--- src/design/fmdrl_pkg.sv ---
// Package for the fault monitor with debounce and report rate limiting.
// Types, codes and reset constants. No dependencies.
package fmdrl_pkg;

    localparam int NSUB   = 6;
    localparam int TIME_W = 32;
    localparam int CNT_W  = 3;

    localparam int S_TDATA_W = 40;
    localparam int M_TDATA_W = 16;
    localparam int M_TUSER_W = 3;
    localparam int CFG_IDX_W = 2;

    typedef logic [TIME_W-1:0] ms_t;
    typedef logic [NSUB-1:0]   sub_mask_t;
    typedef logic [CNT_W-1:0]  cnt_t;

    typedef enum logic [2:0] {
        KIND_LINK     = 3'd0,
        KIND_POS      = 3'd1,
        KIND_HEADING  = 3'd2,
        KIND_INERTIAL = 3'd3,
        KIND_ANGLE    = 3'd4,
        KIND_SAFETY   = 3'd5,
        KIND_ALL_OK   = 3'd6
    } kind_t;

    typedef enum logic [1:0] {
        SEV_OK   = 2'd0,
        SEV_WARN = 2'd1,
        SEV_ERR  = 2'd2
    } sev_t;

    typedef enum logic [CFG_IDX_W-1:0] {
        CFG_DEBOUNCE = 2'd0,
        CFG_RESEND   = 2'd1,
        CFG_MIN_GAP  = 2'd2
    } cfg_idx_t;

    localparam ms_t DEBOUNCE_RST = 32'd3000;
    localparam ms_t RESEND_RST   = 32'd10000;
    localparam ms_t MIN_GAP_RST  = 32'd2000;

    function automatic sev_t sev_of(input kind_t k);
        sev_t s;
        case (k)
            KIND_LINK, KIND_SAFETY: s = SEV_ERR;
            KIND_POS, KIND_HEADING, KIND_INERTIAL, KIND_ANGLE: s = SEV_WARN;
            default: s = SEV_OK;
        endcase
        return s;
    endfunction

endpackage

--- src/design/fault_monitor_debounce_rate_limit.sv ---
// Fault monitor top level: per-subsystem fault latching, debounce, resend and
// global gap limiting, one report beat per input beat. Depends on fmdrl_pkg.
// An input beat goes through the input register, then the result register.
// Throughput: one beat per cycle while m_tready does not stall the output; the
// state update is one registered pass of six parallel timestamp compares and a
// priority pick. Reset: aresetn synchronous, clears faults and the last-report
// time and loads the register defaults 3000 / 10000 / 2000 ms.
module fault_monitor_debounce_rate_limit (
    input  logic                                  aclk,
    input  logic                                  aresetn,
    input  logic                                  s_tvalid,
    output logic                                  s_tready,
    // now_ms[31:0], link_ok, pos_fix_ok, heading_fix_ok, safety circuit,
    // angle_sensor_ok, inertial_ok, zero pad
    input  logic [fmdrl_pkg::S_TDATA_W-1:0]       s_tdata,
    output logic                                  m_tvalid,
    input  logic                                  m_tready,
    // report_valid, report_severity[1:0], fault_count[2:0], fault_mask[5:0], pad
    output logic [fmdrl_pkg::M_TDATA_W-1:0]       m_tdata,
    // report_kind[2:0]
    output logic [fmdrl_pkg::M_TUSER_W-1:0]       m_tuser,
    input  logic                                  cfg_we,
    input  logic [fmdrl_pkg::CFG_IDX_W-1:0]       cfg_index,
    input  logic [fmdrl_pkg::TIME_W-1:0]          cfg_data
);

    fmdrl_pkg::ms_t debounce_reg, resend_reg, min_gap_reg;

    logic                           in_valid_reg;
    logic [fmdrl_pkg::S_TDATA_W-1:0] in_data_reg;
    logic                           out_valid_reg;
    logic [fmdrl_pkg::M_TDATA_W-1:0] out_data_reg, out_data_next;
    logic [fmdrl_pkg::M_TUSER_W-1:0] out_user_reg, out_user_next;
    logic                           advance;

    fmdrl_pkg::sub_mask_t fault_active_reg, fault_active_next;
    fmdrl_pkg::sub_mask_t reported_reg, reported_next;
    fmdrl_pkg::ms_t       onset_reg [fmdrl_pkg::NSUB];
    fmdrl_pkg::ms_t       onset_next [fmdrl_pkg::NSUB];
    fmdrl_pkg::ms_t       last_rep_reg [fmdrl_pkg::NSUB];
    fmdrl_pkg::ms_t       last_rep_next [fmdrl_pkg::NSUB];
    fmdrl_pkg::ms_t       last_any_reg, last_any_next;
    logic                 had_faults_reg, had_faults_next;

    fmdrl_pkg::ms_t       now;
    fmdrl_pkg::sub_mask_t ok;
    fmdrl_pkg::sub_mask_t due;
    fmdrl_pkg::cnt_t      count;
    logic                 gap_ok;
    logic                 found;
    fmdrl_pkg::kind_t     pick;
    logic                 rep_valid;
    fmdrl_pkg::kind_t     rep_kind;
    fmdrl_pkg::sev_t      rep_sev;

    assign advance  = in_valid_reg && (!out_valid_reg || m_tready);
    assign s_tready = !in_valid_reg || advance;
    assign m_tvalid = out_valid_reg;
    assign m_tdata  = out_data_reg;
    assign m_tuser  = out_user_reg;

    assign now   = in_data_reg[31:0];
    assign ok[0] = in_data_reg[32];
    assign ok[1] = in_data_reg[33];
    assign ok[2] = in_data_reg[34];
    assign ok[5] = in_data_reg[35];
    assign ok[4] = in_data_reg[36];
    assign ok[3] = in_data_reg[37];

    assign gap_ok = (now - last_any_reg) >= min_gap_reg;

    always_comb begin
        for (int i = 0; i < fmdrl_pkg::NSUB; i++) begin
            fault_active_next[i] = !ok[i];
            onset_next[i]        = (!ok[i] && !fault_active_reg[i]) ? now : onset_reg[i];
            reported_next[i]     = ok[i] ? 1'b0 : reported_reg[i];
            last_rep_next[i]     = ok[i] ? '0 : last_rep_reg[i];
            due[i] = fault_active_next[i]
                && ((now - onset_next[i]) >= debounce_reg)
                && (!reported_next[i] || ((now - last_rep_next[i]) >= resend_reg));
        end

        count = '0;
        for (int i = 0; i < fmdrl_pkg::NSUB; i++) begin
            count = count + fmdrl_pkg::cnt_t'(fault_active_next[i]);
        end

        found = 1'b0;
        pick  = fmdrl_pkg::KIND_LINK;
        for (int i = fmdrl_pkg::NSUB - 1; i >= 0; i--) begin
            if (due[i]) begin
                found = 1'b1;
                pick  = fmdrl_pkg::kind_t'(i);
            end
        end

        rep_valid       = 1'b0;
        rep_kind        = fmdrl_pkg::KIND_LINK;
        rep_sev         = fmdrl_pkg::SEV_OK;
        last_any_next   = last_any_reg;
        had_faults_next = had_faults_reg;

        if (found && gap_ok) begin
            rep_valid     = 1'b1;
            rep_kind      = pick;
            rep_sev       = fmdrl_pkg::sev_of(pick);
            last_any_next = now;
            for (int i = 0; i < fmdrl_pkg::NSUB; i++) begin
                if (fmdrl_pkg::kind_t'(i) == pick) begin
                    last_rep_next[i] = now;
                    reported_next[i] = 1'b1;
                end
            end
        end

        if (count != '0) begin
            had_faults_next = 1'b1;
        end else if (had_faults_reg) begin
            had_faults_next = 1'b0;
            if (gap_ok) begin
                rep_valid     = 1'b1;
                rep_kind      = fmdrl_pkg::KIND_ALL_OK;
                rep_sev       = fmdrl_pkg::SEV_OK;
                last_any_next = now;
            end
        end

        out_data_next = {4'b0000, fault_active_next, count, rep_sev, rep_valid};
        out_user_next = rep_kind;
    end

    always_ff @(posedge aclk) begin
        if (!aresetn) begin
            debounce_reg <= fmdrl_pkg::DEBOUNCE_RST;
            resend_reg   <= fmdrl_pkg::RESEND_RST;
            min_gap_reg  <= fmdrl_pkg::MIN_GAP_RST;
        end else if (cfg_we) begin
            case (fmdrl_pkg::cfg_idx_t'(cfg_index))
                fmdrl_pkg::CFG_DEBOUNCE: debounce_reg <= cfg_data;
                fmdrl_pkg::CFG_RESEND:   resend_reg   <= cfg_data;
                fmdrl_pkg::CFG_MIN_GAP:  min_gap_reg  <= cfg_data;
                default: ;
            endcase
        end
    end

    always_ff @(posedge aclk) begin
        if (!aresetn) begin
            in_valid_reg <= 1'b0;
        end else if (s_tready) begin
            in_valid_reg <= s_tvalid;
        end
    end

    always_ff @(posedge aclk) begin
        if (s_tready && s_tvalid) begin
            in_data_reg <= s_tdata;
        end
    end

    always_ff @(posedge aclk) begin
        if (!aresetn) begin
            out_valid_reg <= 1'b0;
        end else if (advance) begin
            out_valid_reg <= 1'b1;
        end else if (m_tready) begin
            out_valid_reg <= 1'b0;
        end
    end

    // onset / last_rep are only read behind fault_active / reported
    always_ff @(posedge aclk) begin
        if (advance) begin
            out_data_reg <= out_data_next;
            out_user_reg <= out_user_next;
            for (int i = 0; i < fmdrl_pkg::NSUB; i++) begin
                onset_reg[i]    <= onset_next[i];
                last_rep_reg[i] <= last_rep_next[i];
            end
        end
    end

    always_ff @(posedge aclk) begin
        if (!aresetn) begin
            fault_active_reg <= '0;
            reported_reg     <= '0;
            last_any_reg     <= '0;
            had_faults_reg   <= 1'b0;
        end else if (advance) begin
            fault_active_reg <= fault_active_next;
            reported_reg     <= reported_next;
            last_any_reg     <= last_any_next;
            had_faults_reg   <= had_faults_next;
        end
    end

endmodule
--- config.mk ---
export PLATFORM = sky130hd
export DESIGN_NAME = fault_monitor_debounce_rate_limit
export DESIGN_NICKNAME = d
export VERILOG_FILES = /design/src/design/fmdrl_pkg.sv /design/src/design/fault_monitor_debounce_rate_limit.sv
export SDC_FILE = /design/constraint.sdc
export NUM_CORES = 2
export LEC_CHECK = 0
export BUFFER_PORTS_ARGS = -buffer_cell sky130_fd_sc_hd__buf_4
export CAP_MARGIN = 20
export CELL_PAD_IN_SITES_DETAIL_PLACEMENT = 0
export CELL_PAD_IN_SITES_GLOBAL_PLACEMENT = 2
export CORE_MARGIN = 4
export CORE_UTILIZATION = 38
export DETAILED_ROUTE_END_ITERATION = 10
export PLACE_DENSITY_LB_ADDON = 0.1
export SLEW_MARGIN = 10
export SYNTH_ARGS = -nofsm -noshare
export SYNTH_HDL_FRONTEND = slang
export SYNTH_SLANG_ARGS = --single-unit
--- constraint.sdc ---
create_clock -name aclk -period 15.9 [get_ports aclk]
set_input_delay 3.975 -clock aclk [delete_from_list [all_inputs] [get_ports aclk]]
set_output_delay 3.975 -clock aclk [all_outputs]
set_load 0.02 [all_outputs]
==> flow_summary.json <==
{
  "outcome": "finished clean",
  "postCtsSetupBuffers": 0,
  "maximum_number_of_pins_on_one_net_before_global_route_repair": 107,
  "leakage_nw": 25.62,
  "async_flop_share_pct": 0,
  "fin_ws_ps": 6737,
  "max_cap_violations": 0,
  "clock_tree_from_tritoncts": "built",
  "layout.cell_area.non_filler_sq_um": 58090,
  "ys_seq_elements": 580,
  "die_y_um": 379.7,
  "clock_insertion_delay_worst_skew_ps": 690,
  "routed_via_density": 5.470,
  "detailed_place_hpwl_um": 126600,
  "post-place-ws_ps": 6627,
  "port-buffer-count": 93,
  "syn_avg_cell_area_sq_um": 9.110,
  "cp-end-kind": "flip-flop",
  "finish.net_count": 6759,
  "ys_seq_area_share_pct": 30.45,
  "setup-violations-final": 0,
  "wl_um": 168000,
  "die_area_sq_um": 144100,
  "crit_start": "in_data_reg[32]",
  "avgRoutedWirePerCell_um": 21.76,
  "std_cell_rows": 136,
  "timing.setup.critical_path_class": "reg -> reg",
  "fmax_mhz": 109.1,
  "post_placement_cell_area_sq_um": 55400,
  "tritoncts.num_buffers": 81,
  "cts_sinks": 580,
  "synth.lib_cells_used.distinct": 90,
  "rsz0062_at_grt": "false",
  "max-vdd-ir-drop_mv": 0.07859,
  "power.total_mw": 6.012,
  "report.final.slew_viol_count": 0,
  "timing.final.hold_violations": 0,
  "cellPowerDensity_nw_per_um2": 103.5,
  "slew_hr_pct": 25.67,
  "router_iterations_before_antenna_repair": 7,
  "placer_congestion_estimate": 0.8403,
  "ys.flop_type": "sky130_fd_sc_hd__edfxtp_1",
  "gr-total-overflow": 0,
  "regToRegEndpoint": "last_rep_reg[3][0]",
  "core_area_sq_um": 137300,
  "timing.reg2reg.setup_slack_ps": 6740,
  "drc": 0,
  "crit_arrival_ps": 9600,
  "worst_r2r_startpoint": "in_data_reg[32]",
  "cell_area_synth_sq_um": 52490,
  "antenna_found_initial": 4,
  "die_width_um": 379.7,
  "type_of_the_worst_min_delay_path": "reg -> reg",
  "finalCriticalPeriod_ps": 9163,
  "worst-slew-pin-transition_ps": 1110,
  "placedCellCount": 7567,
  "num_vias": 42230,
  "grt_pass1_vias": 42520,
  "antenna_violating_nets_post_route": 0,
  "grt_first_pass_wirelength_um": 254000,
  "cts_root_buf": "sky130_fd_sc_hd__clkbuf_16",
  "final_min_period_over_clock_period_pct": 57.63,
  "final_layout_size_suffix_gt1_share_pct": 6.365,
  "yosysWarnings": 0,
  "syn2layout_area_growth_pct": 10.65,
  "synth-edff-count": 437,
  "n_fill_cell": 13710,
  "worstPathRequired_ps": 16340,
  "worst-r2r-cell-count": 25,
  "clock_tree.htree_level_count": 3,
  "path_clk_slew_ps": 60,
  "finClkSkew_ps": 24.89,
  "setup.worst_path.start_class": "flip-flop",
  "layout.cells.non_filler": 7721,
  "cts-hold-fix-buffers": 0,
  "num_io_pins": 100,
  "initial_core_util_pct": 38.23,
  "gr-usage-all-layers_pct": 22.77,
  "worstPathMaxFanout": 33,
  "fin_setup_tns_ps": 0,
  "clockBufferDepth": 3,
  "drt-initial-drc-count": 2094,
  "synth_cells": 5762,
  "hold_start": "last_any_reg[9]",
  "timing.critical_path.to": "last_rep_reg[3][0]",
  "cts_resized": 0
}
synth_stat cells, drive strengths merged, types with 36 or more instances:
| cell | instances | share of area (%) |
|---|---|---|
| clkbuf | 126 | 0.91 |
| a21oi | 422 | 4.0 |
| edfxtp | 437 | 25 |
| buf | 36 | 0.45 |
| nor2 | 271 | 1.9 |
| nor2b | 79 | 0.94 |
| xor2 | 108 | 1.8 |
| nand3 | 74 | 0.71 |
| nand4 | 69 | 0.82 |
| a21boi | 144 | 2.1 |
| nand2 | 702 | 5.0 |
| inv | 425 | 3.0 |
| xnor2 | 256 | 4.3 |
| dfxtp | 143 | 5.5 |
| ha | 810 | 19 |
| o21a | 91 | 1.3 |
| nand2b | 64 | 0.76 |
| mux2i | 295 | 5.6 |
| o211ai | 43 | 0.62 |
| o21bai | 46 | 0.66 |
| a31oi | 43 | 0.54 |
| nor3 | 63 | 0.60 |
| a211oi | 37 | 0.53 |
| o21ai | 269 | 2.6 |
| a21o | 294 | 4.2 |
cells by family after synthesis:
family,count (synthesis),share of synthesized area (%)
flip-flops,580,30.45
buffers and inverters,589,4.407
XOR/XNOR,364,6.073
adder cells (fa/ha/maj),829,19.94
AND/OR/NAND/NOR,1480,12.86
other,1,0.007144
AO/OA/AOI/OAI,1599,20.09
multiplexers,320,6.176
how the worst min path moves through the flow:
| stage | end | slack (ps) | cells after the start |
|---|---|---|---|
| after floorplan | last_any_reg[10] | 430 | 2 |
| final | last_any_reg[9] | 450 | 2 |
| after CTS | last_any_reg[9] | 460 | 2 |
| after detailed placement | last_any_reg[13] | 450 | 2 |
| after global placement | last_any_reg[9] | 440 | 2 |
| after global routing | last_any_reg[25] | 470 | 2 |
stage by stage:
step | hold WS (ps) | util (%)
4_1_cts | 456.7 | 42.29
2_1_floorplan | 434.7 | -
5_1_grt | 475.0 | 42.29
3_3_place_gp | 441.8 | 40.34
6_report | 454.3 | 42.30
3_5_place_dp | 447.1 | 40.34
cell usage in the layout (no fill, tap or decap), types with 256 or more instances in the layout:
cell,n
sky130_fd_sc_hd__a21o_1,294
sky130_fd_sc_hd__a21oi_1,422
sky130_fd_sc_hd__nand2_1,702
sky130_fd_sc_hd__edfxtp_1,437
sky130_fd_sc_hd__inv_1,425
sky130_fd_sc_hd__mux2i_1,295
sky130_fd_sc_hd__ha_1,810
sky130_fd_sc_hd__xnor2_1,256
sky130_fd_sc_hd__nor2_1,263
sky130_fd_sc_hd__o21ai_0,264
metal layers:
layer / up-vias / global-route usage (%) / routed length [um] / share of wire (%)
li1: 21230 / - / - / -
met1: 20320 / 30.08 / 78430 / 47
met2: 516 / 40.12 / 80820 / 48
met3: 173 / 2.089 / 4571 / 2.7
met4: 0 / 5.391 / 4213 / 2.5
met5: - / 0 / 0 / 0
critical path, cell delays in order, from the launching register on:
cell,delay [ps]
sky130_fd_sc_hd__edfxtp_1,510
sky130_fd_sc_hd__nor2_4,570
sky130_fd_sc_hd__buf_4,580
sky130_fd_sc_hd__mux2i_1,290
sky130_fd_sc_hd__ha_1,310
sky130_fd_sc_hd__and2_1,190
sky130_fd_sc_hd__a31oi_1,120
sky130_fd_sc_hd__a21boi_0,790
sky130_fd_sc_hd__o211ai_1,320
sky130_fd_sc_hd__o21a_1,270
sky130_fd_sc_hd__o21a_1,190
sky130_fd_sc_hd__o21a_1,160
sky130_fd_sc_hd__nor2_1,110
sky130_fd_sc_hd__xnor2_1,140
sky130_fd_sc_hd__ha_1,260
sky130_fd_sc_hd__a21o_1,160
sky130_fd_sc_hd__a21o_1,170
sky130_fd_sc_hd__a21oi_1,330
sky130_fd_sc_hd__nand2_1,150
sky130_fd_sc_hd__a211o_1,320
sky130_fd_sc_hd__a31oi_1,900
sky130_fd_sc_hd__nor3_1,280
sky130_fd_sc_hd__or3_1,450
sky130_fd_sc_hd__or3b_2,460
sky130_fd_sc_hd__buf_4,330
sky130_fd_sc_hd__mux2_4,390
power by group:
part           leakage (nW)  switching [mW]  internal (mW)  total [mW]
clock                  1.32           0.765           1.11        1.87
combinational          19.0            1.37          0.978        2.35
sequential             5.32          0.0326           1.76        1.80
total                  25.6            2.17           3.85        6.01
cell type report:
| cell class | count | area (sq um) | area share (%) |
|---|---|---|---|
| well taps | 1794 | 2245 | 3.864 |
| inverters | 427 | 1603 | 2.759 |
| diodes | 4 | 10.01 | 0.01723 |
| repair buffers | 170 | 1280 | 2.204 |
| clock inverters | 39 | 392.9 | 0.6764 |
| clock buffers | 111 | 2285 | 3.933 |
| flip-flops and latches | 580 | 15990 | 27.52 |
| multi-input cells | 4596 | 34290 | 59.03 |
Power figures use the tool's default switching activity.
